**config.mk**
```make
export PLATFORM = sky130hd
export DESIGN_NAME = pulse_duration_clusterer
export DESIGN_NICKNAME = d
export VERILOG_FILES = /design/src/design/pdc_pkg.sv /design/src/design/pdc_ram.sv /design/src/design/pulse_duration_clusterer.sv
export SDC_FILE = /design/constraint.sdc
export NUM_CORES = 1
export LEC_CHECK = 0
export BUFFER_PORTS_ARGS = -buffer_cell sky130_fd_sc_hd__buf_2
export CAP_MARGIN = 25
export CORE_MARGIN = 2
export CORE_UTILIZATION = 57
export CTS_CLUSTER_SIZE = 16
export DETAILED_ROUTE_END_ITERATION = 12
export HOLD_SLACK_MARGIN = 0.1
export PLACE_DENSITY = 0.76
export SYNTH_ARGS = -nofsm -noshare
export SYNTH_HDL_FRONTEND = slang
export SYNTH_SLANG_ARGS = --single-unit
```
**constraint.sdc**
```tcl
create_clock -name clk -period 6.2 [get_ports clk]
set_input_delay 1.24 -clock clk [delete_from_list [all_inputs] [get_ports clk]]
set_output_delay 1.24 -clock clk [all_outputs]
set_load 0.05 [all_outputs]
```
**src/design/pdc_pkg.sv**
```systemverilog
// Package with the shared types and constants of the pulse duration clusterer.
package pdc_pkg;

	localparam int DUR_W     = 16;
	localparam int CNT_W     = 8;
	localparam int OIDX_W    = 4;
	localparam int CFG_IDX_W = 8;

	localparam logic [CFG_IDX_W-1:0] REG_TOLERANCE   = CFG_IDX_W'(0);
	localparam logic [CFG_IDX_W-1:0] REG_CLAMP_LIMIT = CFG_IDX_W'(1);

	localparam logic [DUR_W-1:0] TOLERANCE_RST   = DUR_W'(16);
	localparam logic [DUR_W-1:0] CLAMP_LIMIT_RST = '1;
	localparam logic [CNT_W-1:0] CNT_MAX         = '1;

	typedef struct packed {
		logic [DUR_W-1:0] duration;
		logic             level;
		logic             start_new;
	} in_t;

	typedef struct packed {
		logic [OIDX_W-1:0] cluster_index;
		logic              created;
		logic              skipped;
		logic              table_full;
		logic [CNT_W-1:0]  cluster_count;
	} out_t;

	typedef enum logic [1:0] {
		ST_IDLE,
		ST_SCAN,
		ST_DONE
	} state_t;

endpackage

```
**src/design/pdc_ram.sv**
```systemverilog
// Generic single-port-write, registered-read RAM.
module pdc_ram #(
	parameter int WIDTH = 24,
	parameter int DEPTH = 32
) (
	input  logic                     clk,
	input  logic                     wr_en,
	input  logic [$clog2(DEPTH)-1:0] wr_addr,
	input  logic [WIDTH-1:0]         wr_data,
	input  logic                     rd_en,
	input  logic [$clog2(DEPTH)-1:0] rd_addr,
	output logic [WIDTH-1:0]         rd_data
);

	logic [WIDTH-1:0] mem_q [DEPTH];
	logic [WIDTH-1:0] rd_data_q;

	always_ff @(posedge clk) begin
		if (wr_en) begin
			mem_q[wr_addr] <= wr_data;
		end
		if (rd_en) begin
			rd_data_q <= mem_q[rd_addr];
		end
	end

	assign rd_data = rd_data_q;

endmodule

```
**src/design/pulse_duration_clusterer.sv**
```systemverilog
// Top level of the pulse duration clusterer: sequencer, match unit and result register.
//
// The block sorts captured IR pulse durations into clusters, with one table for low-level
// periods and one for high-level periods. An incoming duration is clamped to clamp_limit; a
// duration that is then zero is reported as skipped and changes nothing. Otherwise the table
// chosen by level is scanned in index order over its filled entries, and the first stored
// duration v with |v - d| < tolerance is counted again (saturating at 255). Without a match the
// duration is appended with count one, or, when the table holds TABLE_ENTRIES entries already,
// the result reports table_full. A set start_new flag empties both tables before the item is
// handled. Every input transfer produces exactly one output transfer. An item is handled in
// order: it is accepted, the filled entries are read and compared one at a time until the
// match or the end of the table, and the result is handed to the output register. The single
// window compare unit reads the table memory one entry per cycle. The input is stalled for
// the whole time an item is in work; a finished result may wait in the output register while
// the next item is accepted. Both tables share one memory addressed by level and entry number;
// entries beyond the fill count are never read, so the memory needs no clearing after reset.
// Configuration writes are always ready and should be issued only while the block is idle.
module pulse_duration_clusterer #(
	parameter int TABLE_ENTRIES = 16
) (
	input  logic                         clk,
	input  logic                         arst_n,
	input  logic                         in_valid,
	output logic                         in_stall,
	input  pdc_pkg::in_t                 in_data,
	output logic                         out_valid,
	input  logic                         out_stall,
	output pdc_pkg::out_t                out_data,
	input  logic                         cfg_valid,
	output logic                         cfg_ready,
	input  logic [pdc_pkg::CFG_IDX_W-1:0] cfg_index,
	input  logic [pdc_pkg::DUR_W-1:0]     cfg_data
);

	import pdc_pkg::*;

	localparam int IDX_W     = $clog2(TABLE_ENTRIES);
	localparam int FILL_W    = $clog2(TABLE_ENTRIES + 1);
	localparam int ADDR_W    = IDX_W + 1;
	localparam int RAM_DEPTH = 2 * (2 ** IDX_W);
	localparam int WORD_W    = DUR_W + CNT_W;

	// Configuration registers.
	logic [DUR_W-1:0] tol_q;
	logic [DUR_W-1:0] clamp_q;

	// Item held during the scan.
	logic [DUR_W-1:0] dur_q;
	logic             lvl_q;

	// Fill count of each table.
	logic [FILL_W-1:0] fill_q [2];

	// Sequencer state.
	state_t            state_q, state_d;
	logic [FILL_W-1:0] rd_idx_q;
	logic              cmp_vld_s1;
	logic [IDX_W-1:0]  cmp_idx_s1;
	out_t              res_q, res_d;

	// Output register.
	logic out_valid_q;
	out_t out_q;

	// Memory ports.
	logic              wr_en;
	logic [ADDR_W-1:0] wr_addr;
	logic [WORD_W-1:0] wr_data;
	logic              rd_en;
	logic [ADDR_W-1:0] rd_addr;
	logic [WORD_W-1:0] rd_data;

	// Combinational helpers.
	logic              accept;
	logic [DUR_W-1:0]  dur_clamped;
	logic [FILL_W-1:0] cur_fill;
	logic              issue;
	logic              hit;
	logic              scan_end;
	logic [DUR_W-1:0]  stored_dur;
	logic [CNT_W-1:0]  stored_cnt;
	logic [CNT_W-1:0]  next_cnt;
	logic              load_res;
	logic              out_load;
	logic              fill_inc;

	assign cfg_ready = 1'b1;
	assign accept    = in_valid && !in_stall;
	assign in_stall  = (state_q != ST_IDLE);

	assign dur_clamped = (in_data.duration > clamp_q) ? clamp_q : in_data.duration;

	assign cur_fill   = fill_q[lvl_q];
	assign stored_dur = rd_data[WORD_W-1:CNT_W];
	assign stored_cnt = rd_data[CNT_W-1:0];
	assign next_cnt   = (stored_cnt == CNT_MAX) ? stored_cnt : stored_cnt + CNT_W'(1);

	// The window compare unit. Both sums carry one extra bit so that nothing wraps, and both
	// bounds are strict, so a zero tolerance never matches.
	logic [DUR_W:0] sum_d;
	logic [DUR_W:0] sum_v;
	logic           in_window;

	assign sum_d     = {1'b0, dur_q} + {1'b0, tol_q};
	assign sum_v     = {1'b0, stored_dur} + {1'b0, tol_q};
	assign in_window = (sum_d > {1'b0, stored_dur}) && (sum_v > {1'b0, dur_q});

	assign hit      = (state_q == ST_SCAN) && cmp_vld_s1 && in_window;
	assign issue    = (rd_idx_q < cur_fill);
	assign scan_end = (state_q == ST_SCAN) && !hit && !issue;

	assign rd_en   = (state_q == ST_SCAN) && issue && !hit;
	assign rd_addr = {lvl_q, rd_idx_q[IDX_W-1:0]};

	assign out_load = (state_q == ST_DONE) && (!out_valid_q || !out_stall);

	// Next state, memory writes and the result of the item.
	always_comb begin
		state_d  = state_q;
		res_d    = res_q;
		load_res = 1'b0;
		wr_en    = 1'b0;
		wr_addr  = {lvl_q, cmp_idx_s1};
		wr_data  = {stored_dur, next_cnt};
		fill_inc = 1'b0;
		case (state_q)
			ST_IDLE: begin
				if (accept) begin
					if (dur_clamped == '0) begin
						// A zero duration only reports itself as skipped.
						load_res      = 1'b1;
						res_d         = '0;
						res_d.skipped = 1'b1;
						state_d       = ST_DONE;
					end else begin
						state_d = ST_SCAN;
					end
				end
			end
			ST_SCAN: begin
				if (hit) begin
					wr_en               = 1'b1;
					load_res            = 1'b1;
					res_d               = '0;
					res_d.cluster_index = OIDX_W'(cmp_idx_s1);
					res_d.cluster_count = next_cnt;
					state_d             = ST_DONE;
				end else if (scan_end) begin
					load_res = 1'b1;
					res_d    = '0;
					if (cur_fill < FILL_W'(TABLE_ENTRIES)) begin
						wr_en               = 1'b1;
						wr_addr             = {lvl_q, cur_fill[IDX_W-1:0]};
						wr_data             = {dur_q, CNT_W'(1)};
						fill_inc            = 1'b1;
						res_d.cluster_index = OIDX_W'(cur_fill[IDX_W-1:0]);
						res_d.created       = 1'b1;
						res_d.cluster_count = CNT_W'(1);
					end else begin
						res_d.table_full = 1'b1;
					end
					state_d = ST_DONE;
				end
			end
			ST_DONE: begin
				if (out_load) begin
					state_d = ST_IDLE;
				end
			end
			default: begin
				state_d = ST_IDLE;
			end
		endcase
	end

	always_ff @(posedge clk or negedge arst_n) begin
		if (!arst_n) begin
			state_q <= ST_IDLE;
		end else begin
			state_q <= state_d;
		end
	end

	// Configuration registers.
	always_ff @(posedge clk or negedge arst_n) begin
		if (!arst_n) begin
			tol_q   <= TOLERANCE_RST;
			clamp_q <= CLAMP_LIMIT_RST;
		end else if (cfg_valid && cfg_ready) begin
			if (cfg_index == REG_TOLERANCE) begin
				tol_q <= cfg_data;
			end else if (cfg_index == REG_CLAMP_LIMIT) begin
				clamp_q <= cfg_data;
			end
		end
	end

	// Fill counts: cleared by a start flag at the transfer, bumped on every append.
	always_ff @(posedge clk or negedge arst_n) begin
		if (!arst_n) begin
			fill_q[0] <= '0;
			fill_q[1] <= '0;
		end else if (accept && in_data.start_new) begin
			fill_q[0] <= '0;
			fill_q[1] <= '0;
		end else if (fill_inc) begin
			fill_q[lvl_q] <= cur_fill + FILL_W'(1);
		end
	end

	// Scan control: one read issued per cycle, compared the cycle after.
	always_ff @(posedge clk or negedge arst_n) begin
		if (!arst_n) begin
			rd_idx_q   <= '0;
			cmp_vld_s1 <= 1'b0;
		end else if (accept) begin
			rd_idx_q   <= '0;
			cmp_vld_s1 <= 1'b0;
		end else begin
			cmp_vld_s1 <= rd_en;
			if (rd_en) begin
				rd_idx_q <= rd_idx_q + FILL_W'(1);
			end
		end
	end

	always_ff @(posedge clk) begin
		if (accept) begin
			dur_q <= dur_clamped;
			lvl_q <= in_data.level;
		end
		if (rd_en) begin
			cmp_idx_s1 <= rd_idx_q[IDX_W-1:0];
		end
		if (load_res) begin
			res_q <= res_d;
		end
		if (out_load) begin
			out_q <= res_q;
		end
	end

	// Output register: holds the result until the transfer completes.
	always_ff @(posedge clk or negedge arst_n) begin
		if (!arst_n) begin
			out_valid_q <= 1'b0;
		end else if (out_load) begin
			out_valid_q <= 1'b1;
		end else if (!out_stall) begin
			out_valid_q <= 1'b0;
		end
	end

	assign out_valid = out_valid_q;
	assign out_data  = out_q;

	// Durations and counts of both tables, addressed by level and entry number.
	pdc_ram #(
		.WIDTH(WORD_W),
		.DEPTH(RAM_DEPTH)
	) u_table (
		.clk    (clk),
		.wr_en  (wr_en),
		.wr_addr(wr_addr),
		.wr_data(wr_data),
		.rd_en  (rd_en),
		.rd_addr(rd_addr),
		.rd_data(rd_data)
	);

endmodule
```
== Word-level counts from Yosys, hierarchy flattened ==
Memories as Yosys holds them, arrays and structs flattened. A register that Yosys moved wholly into a read port is not among the register bits.
Cells that the tools add are included.

* Register bits: 102
* Memory bits (writable): 768
* Input port bits: 47
* Output and inout port bits: 18
* Word-level logic and storage cells: 123
* Memories kept: 1

* $add $sub $neg: 5
* Order comparisons: 7
* Equality and inequality tests: 9
* Mux-type cells: 50
* Bitwise gates (word level): 2
* Reductions and logical operators: 28

{| class="wikitable"
|+ Memory list
! memory !! words !! width !! read ports !! clocked after memory_dff !! write ports !! line !! text
|-
| u_table.mem_q || 32 || 24 || 1 || 1 || 1 || pdc_ram.sv:15 || <nowiki>logic [WIDTH-1:0] mem_q [DEPTH];</nowiki>
|}

{| class="wikitable"
|+ Operators by type and width
! kind !! number
|-
| $mux 24 || 4
|-
| $mux 15 || 4
|-
| $mux 5 || 7
|-
| $add 16x16->17 || 2
|-
| $gt 17x16->1 || 2
|-
| $pmux 15 s2 || 1
|-
| $mux 10 || 2
|-
| $mux 1 || 17
|-
| $gt 16x16->1 || 1
|-
| $logic_not 16->1 || 1
|-
| $mux 16 || 1
|-
| $mux 4 || 4
|-
| $logic_and 1x1->1 || 11
|-
| $add 5x1->5 const B || 2
|-
| $bwmux 10 || 1
|-
| $mux 2 || 5
|-
| $add 8x1->8 const B || 1
|-
| $eq 8x1->1 const B || 1
|-
| $eq 8x8->1 const B || 1
|-
| $logic_not 8->1 || 1
|-
| $mux 8 || 1
|-
| $reduce_bool 2->1 || 4
|-
| $ne 2x2->1 const B || 3
|-
| $pmux 2 s3 || 1
|-
| 18 further kinds || 23
|}

== Logic depth before layout (Yosys ltp) ==
Gate-level depths: netlist of the first run.

* Word-level depth: 12
* Gate-level depth with buffers: 23
* Mapped depth without buffers: 20

== Modules after synthesis ==
A second synthesis of the first run with hierarchy kept.

* Cells, all modules: 2443
* Area, all modules: 37940.1 µm²

{| class="wikitable"
|+ By module, submodules not included
! module !! times used !! cells each !! area each (µm²)
|-
| pdc_ram || 1 || 1711 || 30715.7
|-
| pulse_duration_clusterer || 1 || 732 || 7224.4
|}

== Least setup slack after synthesis of the first run ==
Ideal clock, no wire load.

* Path type: reg-to-reg
* From: register tol_q[1]
* To: memory u_table.mem_q[24][0], enable pin
* Setup time: 442 ps
* Arrival: 6090 ps
* Required time: 5758 ps
* Slack: -332 ps
* Cell stages (with the launch flop): 21
* Buffers on the path: 2
* Clock period less this slack: 6532 ps
* Cells stage by stage: dfrtp_1 -> ha_1 -> a21oi_1 -> o21ai_1 -> o41a_1 -> a41o_1 -> or4_1 -> a31o_2 -> a21oi_1 -> xnor2_1 -> ha_1 -> nand4_1 -> nor2_1 -> o21ai_0 -> o211ai_1 -> a221oi_4 -> o311ai_2 -> buf_4 -> buf_2 -> nand2_1 -> a211oi_1

* Longest elaborated chain between the ends: 12

{| class="wikitable"
|+ RTL lines
! element !! line !! text
|-
| from (decl) || pulse_duration_clusterer.sv:44 || <nowiki>logic [DUR_W-1:0] tol_q;</nowiki>
|-
| from (signal assigned) || pulse_duration_clusterer.sv:191 || <nowiki>tol_q <= cfg_data;</nowiki>
|-
| $add 16x16->17 (on tied branches) || pulse_duration_clusterer.sv:104, pulse_duration_clusterer.sv:105 ||
|-
| $gt 17x16->1 || pulse_duration_clusterer.sv:106 || <nowiki>assign in_window = (sum_d > {1'b0, stored_dur}) && (sum_v > {1'b0, dur_q});</nowiki>
|-
| $logic_and 1x1->1 * || pulse_duration_clusterer.sv:106 ||
|-
| $logic_and 1x1->1 * || pulse_duration_clusterer.sv:108 || <nowiki>assign hit = (state_q == ST_SCAN) && cmp_vld_s1 && in_window;</nowiki>
|-
| $logic_not 1->1 || pulse_duration_clusterer.sv:110 || <nowiki>assign scan_end = (state_q == ST_SCAN) && !hit && !issue;</nowiki>
|-
| $logic_and 1x1->1 (2 in a row) || pulse_duration_clusterer.sv:110 ||
|-
| $mux 1 || pulse_duration_clusterer.sv:148 || <nowiki>end else if (scan_end) begin</nowiki>
|-
| $mux 1 || pulse_duration_clusterer.sv:141 || <nowiki>if (hit) begin</nowiki>
|-
| $mux 1 || pulse_duration_clusterer.sv:126 || <nowiki>case (state_q)</nowiki>
|-
| $mux 1 || pdc_ram.sv:19 || <nowiki>if (wr_en) begin</nowiki>
|-
| $mux 1 (not written as such) || pdc_ram.sv:20 || <nowiki>mem_q[wr_addr] <= wr_data;</nowiki>
|-
| to (decl) || pdc_ram.sv:15 ||
|}

Every way passes the cells marked *; elsewhere a longest branch is shown, timed or not.

== Final worst setup path of the first run ==
* From: register dur_q[0]
* To: memory u_table.mem_q[17][14], enable pin

* Longest elaborated chain between the ends: 12

{| class="wikitable"
|+ RTL lines
! element !! line !! text
|-
| from (decl) || pulse_duration_clusterer.sv:48 || <nowiki>logic [DUR_W-1:0] dur_q;</nowiki>
|-
| from (signal assigned) || pulse_duration_clusterer.sv:229 || <nowiki>dur_q <= dur_clamped;</nowiki>
|-
| $add 16x16->17 || pulse_duration_clusterer.sv:104 || <nowiki>assign sum_d = {1'b0, dur_q} + {1'b0, tol_q};</nowiki>
|-
| $gt 17x16->1 || pulse_duration_clusterer.sv:106 ||
|-
| $logic_and 1x1->1 * || pulse_duration_clusterer.sv:106 ||
|-
| $logic_and 1x1->1 * || pulse_duration_clusterer.sv:108 ||
|-
| $logic_not 1->1 || pulse_duration_clusterer.sv:110 ||
|-
| $logic_and 1x1->1 (2 in a row) || pulse_duration_clusterer.sv:110 ||
|-
| $mux 1 || pulse_duration_clusterer.sv:148 ||
|-
| $mux 1 || pulse_duration_clusterer.sv:141 ||
|-
| $mux 1 || pulse_duration_clusterer.sv:126 ||
|-
| $mux 1 || pdc_ram.sv:19 ||
|-
| $mux 1 (not written as such) || pdc_ram.sv:20 ||
|}

Marks and branches as above.

==> results of run 1 <==
cells in the mapped netlist, types with 3 or more instances:
master,instances
mux2_2,35
nand4_1,13
o31ai_1,10
dfstp_2,17
nor3_2,4
buf_1,22
xor2_1,6
buf_2,5
nor3_1,22
and3_1,6
nor4_1,12
nor2b_1,8
edfxtp_1,843
xnor2_1,20
a211oi_2,3
clkbuf_1,48
nor3b_1,3
mux2i_1,18
a2bb2oi_2,3
nor2_1,77
a21oi_1,32
nand3_1,14
nand2b_1,9
nand2_1,157
o21ai_1,9
o21a_1,11
o21ai_0,47
and2_1,7
o21bai_1,4
mux2i_2,4
mux4_2,240
dfrtp_1,34
ha_1,87
a21o_1,11
o211ai_1,7
a211oi_1,11
inv_1,70
layout make-up:
cell class / count / area [um2]
sequential: 894 / 26620
fill: 4146 / 22160
multi-input combinational: 931 / 10460
clock buffer: 111 / 2371
timing repair buffer: 142 / 1229
tap: 855 / 1070
clock inverter: 40 / 400.4
inverter: 72 / 270.3
per-stage QoR:
| stage | setup TNS (ps) | hold WS [ps] |
|---|---|---|
| after floorplan | -21050 | 400.3 |
| after global placement | 0 | 406.8 |
| after detailed placement | 0 | 404.5 |
| after CTS | 0 | 427.1 |
| after global routing | 0 | 433.3 |
| final | 0 | 419.9 |
metal layers:
| metal | part of all wire [%] | wire length [um] |
|---|---|---|
| met3 | 8.4 | 7416 |
| met2 | 49 | 43540 |
| met5 | 0 | 0 |
| met4 | 3.7 | 3252 |
| met1 | 38 | 33770 |
state kept, by name (all words and copies together), names as in the netlist:
| signal | flops |
|---|---|
| u_table.rd_data | 24 |
| state_q | 2 |
| cmp_vld_s1 | 1 |
| fill_q | 10 |
| out_valid | 1 |
| u_table.mem_q | 768 |
| clamp_q | 16 |
| out_data | 15 |
| dur_q | 16 |
| cmp_idx_s1 | 4 |
| lvl_q | 1 |
| res_q | 15 |
| rd_idx_q | 5 |
| tol_q | 16 |
cell usage in the layout (no fill, tap or decap), types with 15 or more instances in the layout:
cell type | synthesis | final
mux2i_1 | 18 | 18
nor2_1 | 77 | 56
mux4_2 | 240 | 240
buf_2 | 5 | 64
nand2_1 | 157 | 157
clkbuf_1 | 48 | 17
mux2_2 | 35 | 35
inv_1 | 70 | 70
buf_12 | 0 | 20
o21ai_2 | 0 | 16
ha_1 | 87 | 87
edfxtp_1 | 843 | 843
nor3_1 | 22 | 15
a21oi_1 | 32 | 31
clkbuf_16 | 0 | 90
buf_4 | 2 | 50
dfrtp_1 | 34 | 30
dfstp_2 | 17 | 17
xnor2_1 | 20 | 20
o21ai_0 | 47 | 38
clkinv_1 | 1 | 15
logic make-up (layout without fill, tap and decap cells):
logic type	after synthesis	count (layout)	share of synthesized area, %
flops	894	894	71.28
simple gates	347	347	4.246
mux	297	297	16.16
compound gates	171	171	3.107
buf+inv	150	365	1.565
fa+ha+maj	89	89	3.023
xor+xnor	26	26	0.6099
other cells	1	1	0.01004
worst register-to-register path, stage by stage (launching register included):
cell and delay (ps):
edfxtp_1 440, ha_1 250, a21oi_1 190, o21ai_1 140
o41a_1 370, a41o_1 280, or4_1 460, a31o_2 260
a21oi_1 170, xnor2_1 90, ha_1 310, nand4_1 100
nor2_1 130, o21ai_0 120, o211ai_1 290, a221oi_4 170
o311ai_4 430, buf_12 250, a2bb2oi_2 540, buf_4 250
nor2_2 80, buf_4 310
power groups by stage:
stage	sequential [uW]	combinational, uW	clock [uW]
floorplan	7880	2050	0
global placement	7840	3260	0
detailed placement	7840	3430	0
CTS	7730	3450	5240
global route	7750	3720	5450
finish	7730	3470	5170
how the worst max path moves through the flow:
stage / slack (ps) / to / start
2_1_floorplan: -290 / u_table.mem_q[0][0]$_DFFE_PP_ / tol_q[1]$_DFFE_PN0P_
3_3_place_gp: 430 / u_table.mem_q[2][8]$_DFFE_PP_ / tol_q[1]$_DFFE_PN0P_
3_5_place_dp: 360 / u_table.mem_q[5][7]$_DFFE_PP_ / tol_q[1]$_DFFE_PN0P_
4_1_cts: 310 / u_table.mem_q[1][13]$_DFFE_PP_ / dur_q[0]$_DFFE_PP_
5_1_grt: 30 / u_table.mem_q[17][14]$_DFFE_PP_ / dur_q[0]$_DFFE_PP_
6_report: 290 / u_table.mem_q[17][14]$_DFFE_PP_ / dur_q[0]$_DFFE_PP_
==> impl_results.md, run 1 <==
* Outcome: complete, no violations
* Post-Place Cells at 2892
* Setup Skew at 31.11 ps
* Post-CTS Setup Bufs at 0
* Final WS setup at about 290 ps
* Initial DRC Count at 2226
* Drt first pass iters at 5
* Buffers on Ports at 63
* CP max-delay cell: a2bb2oi_2
* Int Pwr at 11790 uW
* Syn nets at 2111
* Flop pwr share at 47.2%
* Gr ovfl total at 0
* F_max at 0.1692 GHz
* P_leak at between 0.01 and 0.015 uW
* Critical Path AT at 6250 ps
* Startpoint Class: flip-flop
* Critical Path RT at 6540 ps
* Antenna cells at 0
* Worst reg-to-reg setup slack at approximately 290 ps
* Die area at 67560 um2
* Syn avg cell area at 18.90 um2
* CTS Sinks at 894
* Final wirelength at between 80000 and 90000 um
* Slew HR at 29.63%
* Hold Path Sink: out_data[12]$_DFFE_PP_
* Drc violations at 0
* Hpwl dp at 51680 um
* Fin cells at 3045
* Area grow syn2layout at 13.62%
* Total power at 16360 uW
* WP buf/inv at 3
* Nets at roughly 2300
* Grt met3 use at under 10%
* R2R Path Start: dur_q[0]$_DFFE_PP_
* Met2 Use GR at 43.93%
* Initial antenna violation count at 1
* Ys flop type: edfxtp_1
* Placed Area at 39630 um2
* CTS tree: yes
* RSZ-0062 raised after global routing: false
* Clk Latency, worst-skew pair at approximately 650 ps
* Max-cap violation count at 0
* Synth Warn # at 0
* Tcrit/Tclk final at a little over nine tenths
* GRT Overall Usage at 26.81%
* Vias at 19520
* Part of the Yosys area used for sequential elements at a little under three quarters
* Post-synth EDFFs at 843
* CTS Buf Count at 85
* Clock share of power at 31.6%
* Slew Limit Fails at 0
* Final core occ at 65.68%
* Starting Density at 57.81%
* Vias in the first global route at just over 20000
* Core area at roughly 65000 um2
* Net switching power at between 4000 and 5000 uW
* CP Depth at 21
* Post-DRT Antenna Nets at 0
* Number of synthesized register bits at roughly 900
* Cts-stage hold buffer count at 0
* Slew @ Worst Pin at 1055 ps
* Grt peak-use layer: met2
* Layout cells sized above 1 at 29.04%
* H-tree depth at 3
* Maximum clock path buffer count at 3
* R2R depth at 21
* Synth top area cells: edfxtp_1, mux4_2, ha_1, dfrtp_1, nand2_1
* CP Cell Sequence: ha_1 -> a21oi_1 -> o21ai_1 -> o41a_1 -> a41o_1 -> or4_1 -> a31o_2 -> a21oi_1 -> xnor2_1 -> ha_1 -> nand4_1 -> nor2_1 -> o21ai_0 -> o211ai_1 -> a221oi_4 -> o311ai_4 -> buf_12 -> a2bb2oi_2 -> buf_4 -> nor2_2 -> buf_4
* Yosys cell types at 72
* Critical path peak fanout at 25
* CTS clk-pin slew, worst paths at approximately 60 ps
* Chip height at 259.9 um
* Die Span X at approximately 260 um
* Post-cts sizing count at 0
* Comb power frac at between 20% and 30%
* Worst Hold Path Cells at 0
* Max VDD drop at 0.2532 mV
* Worst hold-check path type: reg2reg
* # IOs at 65
* Fin area at 42420 um2
* Worst hold start: res_q[12]$_SDFFCE_PN0P_
* # rows at 93
* Crit path largest cell delay at 530 ps
* Post-Place Setup Slack at 357.0 ps
* Power per cell area at 385.8 nW/um2
* Cell count after synthesis at 1975
* Critical path class: reg2reg
* WL/cell at 28.89 um
* Synth Cell Area at between 30000 and 40000 um2
* Largest net degree at the start of global routing at slightly below 90
* Final Setup Violations at 0
* Async set or reset register ratio after synthesis at 5.705%
* Vias/cell at 6.410
* Sw frac at about 28%
* Root buf cell: clkbuf_16
* Worst setup EP type: flip-flop
* Count of final hold-check violations at 0
* Top Family by Delay on Critical Path: compound AO/OA/AOI/OAI gates
* Yosys top cell area share at approximately two thirds
* Period minus WS final at 5910 ps
* Global-route wire length before repair at 130900 um
* GR Util met1 at ~37%
* R2R Path End: u_table.mem_q[17][14]$_DFFE_PP_
* GP Congestion at 0.9151
* Post-synth top area cell: edfxtp_1
(Power assumes the default switching activity.)
==> run 2, diff against run 1 <==
CORE_UTILIZATION = 59   (was 57)
CTS_BUF_LIST = sky130_fd_sc_hd__clkbuf_2 sky130_fd_sc_hd__clkbuf_4 sky130_fd_sc_hd__clkbuf_8   (was default)
PLACE_DENSITY = 0.79   (was 0.76)
==> impl_results.md, run 2 (synthesis gave the netlist of run 1 again) <==
* Maximum clock path buffer count at 3
* Slew HR at 29.26%
* Gr ovfl total at 0
* Initial DRC Count at 2287
* Multi-input combinational cell area at 10420 um2
* Post-Place Setup Slack at 224.5 ps
* Initial antenna violation count at 1
* CTS Buf Count at 142
* Outcome: complete, no violations
* Placed Area at 39400 um2
* Vias at 19880
* # rows at between 90 and 100
* Cts-stage hold buffer count at 0
* Slew Limit Fails at 0
* Commonest non-fill, non-tap cells in the layout: edfxtp_1, mux4_2, nand2_1
* Hpwl dp at 50720 um
* Vias in the first global route at 20440
* Max reg flops at about 770
* Reg with most FFs: u_table.mem_q
* RSZ-0062 raised after global routing: false
* FILL cells at 3988
* Final WS setup at 283.7 ps
* Top Family by Delay on Critical Path: compound AO/OA/AOI/OAI gates
* Critical Path RT at 6630 ps
* Max-cap violation count at 0
* Nets at 2325
* CP max-delay cell: a221oi_4
* GP Congestion at roughly 0.94
* Tcrit/Tclk final at between 90 and 100%
* Drt first pass iters at 6
* Worst hold-check path type: reg2reg
* # IOs at 65
* Area grow syn2layout at 13.34%
* Max VDD drop at 0.2698 mV
* WP buf/inv at 2
* Setup TNS at 0 ps
* Post-CTS Setup Bufs at 0
* Crit path largest cell delay at 550 ps
* Drc violations at 0
* Post-DRT Antenna Nets at 0
* Worst setup EP type: flip-flop
* Layout cells sized above 1 at 32.65%
* Reg area at about 27000 um2
* CTS clk-pin slew, worst paths at 70 ps
* Global-route wire length before repair at 126500 um
* Final Setup Violations at 0
* Buffers on Ports at 63
* Final wirelength at 84240 um
* CP Cell Sequence: ha_1 -> a21oi_1 -> o21ai_1 -> o41a_1 -> a41o_1 -> or4_1 -> a31o_2 -> a21oi_1 -> xnor2_1 -> ha_1 -> nand4_1 -> nor2_1 -> o21ai_0 -> o211ai_1 -> a221oi_4 -> o311ai_4 -> buf_4 -> or3b_4 -> a211oi_4 -> buf_4
* Setup Skew at between 30 and 40 ps
* CTS Sinks at 894
* Commonest non-fill, non-tap cell in the layout: edfxtp_1
* Critical Path AT at 6340 ps
* Critical path class: reg2reg
* F_max at 0.1690 GHz
* Starting Density at 59.40%
* Count of final hold-check violations at 0
* Vias/cell at 6.312
* GRT Overall Usage at about a quarter
* WL/cell at 26.74 um
* Chip height at roughly 260 um
* Die area at 65310 um2
* Die Span X at ~260 um
* Power per cell area at 379.5 nW/um2
* P_leak at ~0.014 uW
* Core area at 62850 um2
* Clk Latency, worst-skew pair at 810 ps
* Slew @ Worst Pin at 1061 ps
* Critical path peak fanout at 24
* Root buf cell: clkbuf_8
* CTS tree: yes
* Startpoint Class: flip-flop
* H-tree depth at 4
* Largest net degree at the start of global routing at 130
* Fin area at around 42000 um2
* Period minus WS final at 5916 ps
-- run 2: per-layer routing --
metal,up-vias,part of all wire [%],global-route usage (%)
li1,8436,-,-
met1,10210,39,35.50
met2,1064,49,42.21
met3,174,8.9,6.120
met4,0,3.5,10.45
met5,-,0,0
-- run 2: final timing paths --
path,start,to,slack [ps],cells after the start
worst min register to register,res_q[0]$_SDFFCE_PN0P_,out_data[0]$_DFFE_PP_,400,0
max in group asynchronous,arst_n,rd_idx_q[3]$_DFFE_PN0P_,5070,2
min in group asynchronous,arst_n,tol_q[13]$_DFFE_PN0P_,570,2
worst min-delay path,res_q[0]$_SDFFCE_PN0P_,out_data[0]$_DFFE_PP_,400,0
worst max register to register,tol_q[1]$_DFFE_PN0P_,u_table.mem_q[3][11]$_DFFE_PP_,280,20
worst max-delay path,tol_q[1]$_DFFE_PN0P_,u_table.mem_q[3][11]$_DFFE_PP_,280,20
-- run 2: metrics by stage --
stage / utilization (%) / total power (uW) / hold WS (ps) / std cells
finish: 67.33 / 16060 / 402.6 / 3150
global route: 67.33 / 16680 / 413.4 / 3150
CTS: 67.17 / 16110 / 406.2 / 3145
detailed placement: 62.69 / 11210 / 405.1 / 2887
global placement: 62.64 / 11040 / 406.5 / 2885
floorplan: - / 9932 / 400.3 / 1975
-- run 2: report_power, final --
group / switching, uW / total [uW] / internal [uW] / leakage, uW
clock network: 2280 / 4910 / 2630 / 0.00149
registers: 204 / 7750 / 7550 / 0.00825
logic: 2180 / 3400 / 1230 / 0.00444
total: 4660 / 16100 / 11400 / 0.0142
-- run 2: cell type report --
class | instances | share of cell area, %
Antenna cell | 1 | 0.005914
Tap cell | 846 | 2.501
Multi-Input combinational cell | 931 | 24.62
Sequential cell | 894 | 62.92
Clock buffer | 197 | 5.698
Clock inverter | 61 | 0.9669
Timing Repair Buffer | 148 | 2.646
Inverter | 72 | 0.6387
-- run 2: timing repair --
item                                    4_1_cts  5_1_grt
endpoints found under the setup margin        0      101
resized for setup                             0        4
hold endpoints to repair                      0        0
==> run 3, diff against run 2 <==
CELL_PAD_IN_SITES_DETAIL_PLACEMENT = 0   (was default)
CELL_PAD_IN_SITES_GLOBAL_PLACEMENT = 2   (was default)
CORE_UTILIZATION = 46   (was 59)
PLACE_DENSITY = default   (was 0.79)
PLACE_DENSITY_LB_ADDON = 0.1   (was default)
==> impl_results.md, run 3 (synthesis gave the netlist of run 1 again) <==
* Commonest non-fill, non-tap cells in the layout: edfxtp_1, mux4_2, nand2_1
* CP Cell Sequence: ha_1 -> a21oi_2 -> o21ai_1 -> o41a_1 -> a41o_1 -> or4_1 -> a31o_2 -> a21oi_1 -> xnor2_1 -> ha_1 -> nand4_1 -> nor2_1 -> o21ai_0 -> o211ai_1 -> a221oi_4 -> o311ai_4 -> buf_12 -> mux2_4 -> nor2_4
* Vias/cell at between 5 and 6
* Max VDD drop at 0.2455 mV
* Gr ovfl total at 0
* WL/cell at about 27 um
* # rows at 104
* Slew @ Worst Pin at 1140 ps
* Worst reg-to-reg setup slack at around 420 ps
* Post-DRT Antenna Nets at 0
* Crit path largest cell delay at 660 ps
* Nets at 2338
* Total power at about 16000 uW
* Drc violations at 0
* Area grow syn2layout at 15.52%
* F_max at 0.1731 GHz
* # IOs at 65
* Outcome: complete, no violations
* Vias in the first global route at 20080
* Startpoint Class: flip-flop
* Post-Place Cells at 3105
* Fin cells at 3377
* CTS clk-pin slew, worst paths at 60 ps
* Period minus WS final at between 5000 and 6000 ps
* Worst Hold Path Cells at 0
* RSZ-0062 raised after global routing: false
* Maximum clock path buffer count at 3
* Slew HR at 24.00%
* Critical path class: reg2reg
* P_leak at ~0.014 uW
* Clk Latency, worst-skew pair at 800 ps
* Largest net degree at the start of global routing at 154
* CTS tree: yes
* CTS Buf Count at 149
* CP dominant cell by count: ha_1
* Max-cap violation count at 0
* Critical path peak fanout at 28
* H-tree depth at 4
* Post-Place Setup Slack at ~240 ps
* GP Congestion at 0.8012
* Setup TNS at 0 ps
* CP max-delay cell: nor2_4
* Reg with most FFs: u_table.mem_q
* R2R Path Start: tol_q[1]$_DFFE_PN0P_
* Worst hold start: res_q[13]$_SDFFCE_PN0P_
* Layout cells sized above 1 at 32.51%
* Post-CTS Setup Bufs at 0
* CTS Sinks at 894
* Final wirelength at 92750 um
* Setup Skew at about 35 ps
* Power per cell area at 377.7 nW/um2
* Core area at about 80000 um2
* GRT Overall Usage at 22.79%
* Vias at 19450
* FILL cells at 6416
* Drt first pass iters at 5
* Slew Limit Fails at 0
* Commonest non-fill, non-tap cell in the layout: edfxtp_1
* Max reg flops at 768
* Final WS setup at 423.3 ps
* Cts-stage hold buffer count at 0
* Die area at 83460 um2
* Critical Path AT at 6170 ps
* Die Span X at 288.9 um
* Count of final hold-check violations at 0
* Fin area at around 43000 um2
* R2R depth at 19
* Top Family by Delay on Critical Path: compound AO/OA/AOI/OAI gates
* WP buf/inv at 1
* Initial DRC Count at between 1500 and 2000
* Hpwl dp at 56660 um
* Placed Area at 40060 um2
* Tcrit/Tclk final at 93.17%
* Initial antenna violation count at 3
* Worst hold-check path type: reg2reg
* Root buf cell: clkbuf_8
* Chip height at 288.9 um
* Final Setup Violations at 0
* Hold Path Sink: out_data[13]$_DFFE_PP_
* Critical Path RT at 6590 ps
* Buffers on Ports at 63
* Global-route wire length before repair at approximately 140000 um
* Starting Density at 46.43%
* R2R Path End: u_table.mem_q[31][22]$_DFFE_PP_
* Worst setup EP type: flip-flop
[run 3: metrics by stage]
step / utilization [%] / hold WS [ps]
floorplan: - / 400.3
global placement: 49.55 / 401.3
detailed placement: 49.82 / 406.2
CTS: 53.41 / 418.5
global route: 53.63 / 424.9
finish: 53.63 / 417.5
[run 3: cell type report]
cell class	instances	area (um2)	share of cell area [%]
diodes	1	2.502	0.005802
clock buffers	195	2427	5.628
clock inverters	70	459.2	1.065
inverters	72	270.3	0.6266
multi-input cells	931	10510	24.37
flip-flops and latches	894	26630	61.74
well taps	1060	1326	3.075
repair buffers	154	1509	3.499
[run 3: worst max path at each step]
stage                              start                         endpoint  slack, ps  cells after the start
floorplan           tol_q[1]$_DFFE_PN0P_    u_table.mem_q[0][0]$_DFFE_PP_       -290                     18
global placement    tol_q[1]$_DFFE_PN0P_   u_table.mem_q[9][20]$_DFFE_PP_        220                     20
detailed placement  tol_q[1]$_DFFE_PN0P_   u_table.mem_q[4][18]$_DFFE_PP_        240                     20
CTS                 tol_q[1]$_DFFE_PN0P_  u_table.mem_q[31][20]$_DFFE_PP_        200                     19
global route        tol_q[1]$_DFFE_PN0P_  u_table.mem_q[31][22]$_DFFE_PP_         40                     19
finish              tol_q[1]$_DFFE_PN0P_  u_table.mem_q[31][22]$_DFFE_PP_        420                     19
[run 3: timing repair]
action / CTS / global route
endpoints found under the setup margin: 0 / 145
endpoints found under the hold margin: 0 / 0
gates resized for setup: 0 / 4
[run 3: worst register-to-register path: cells and delay by family, from the launching register on]
kind	cells	cell delay, ps
compound gates	10	2230
xor+xnor	1	80
fa+ha+maj	2	610
buf+inv	1	260
flops	1	400
mux	1	400
simple gates	4	1360
[run 3: layer usage]
layer	global-route usage, %	up-vias	part of all wire, %
met2	36.01	609	48
met4	7.448	4	2.6
met1	32.07	10240	44
li1	-	8454	-
met5	0	-	0.018
met3	4.591	143	5.7
[run 3: where the power goes]
| part | switching (uW) | internal [uW] | total (uW) |
|---|---|---|---|
| clock | 2390 | 2670 | 5050 |
| sequential | 187 | 7550 | 7730 |
| combinational | 2250 | 1260 | 3500 |
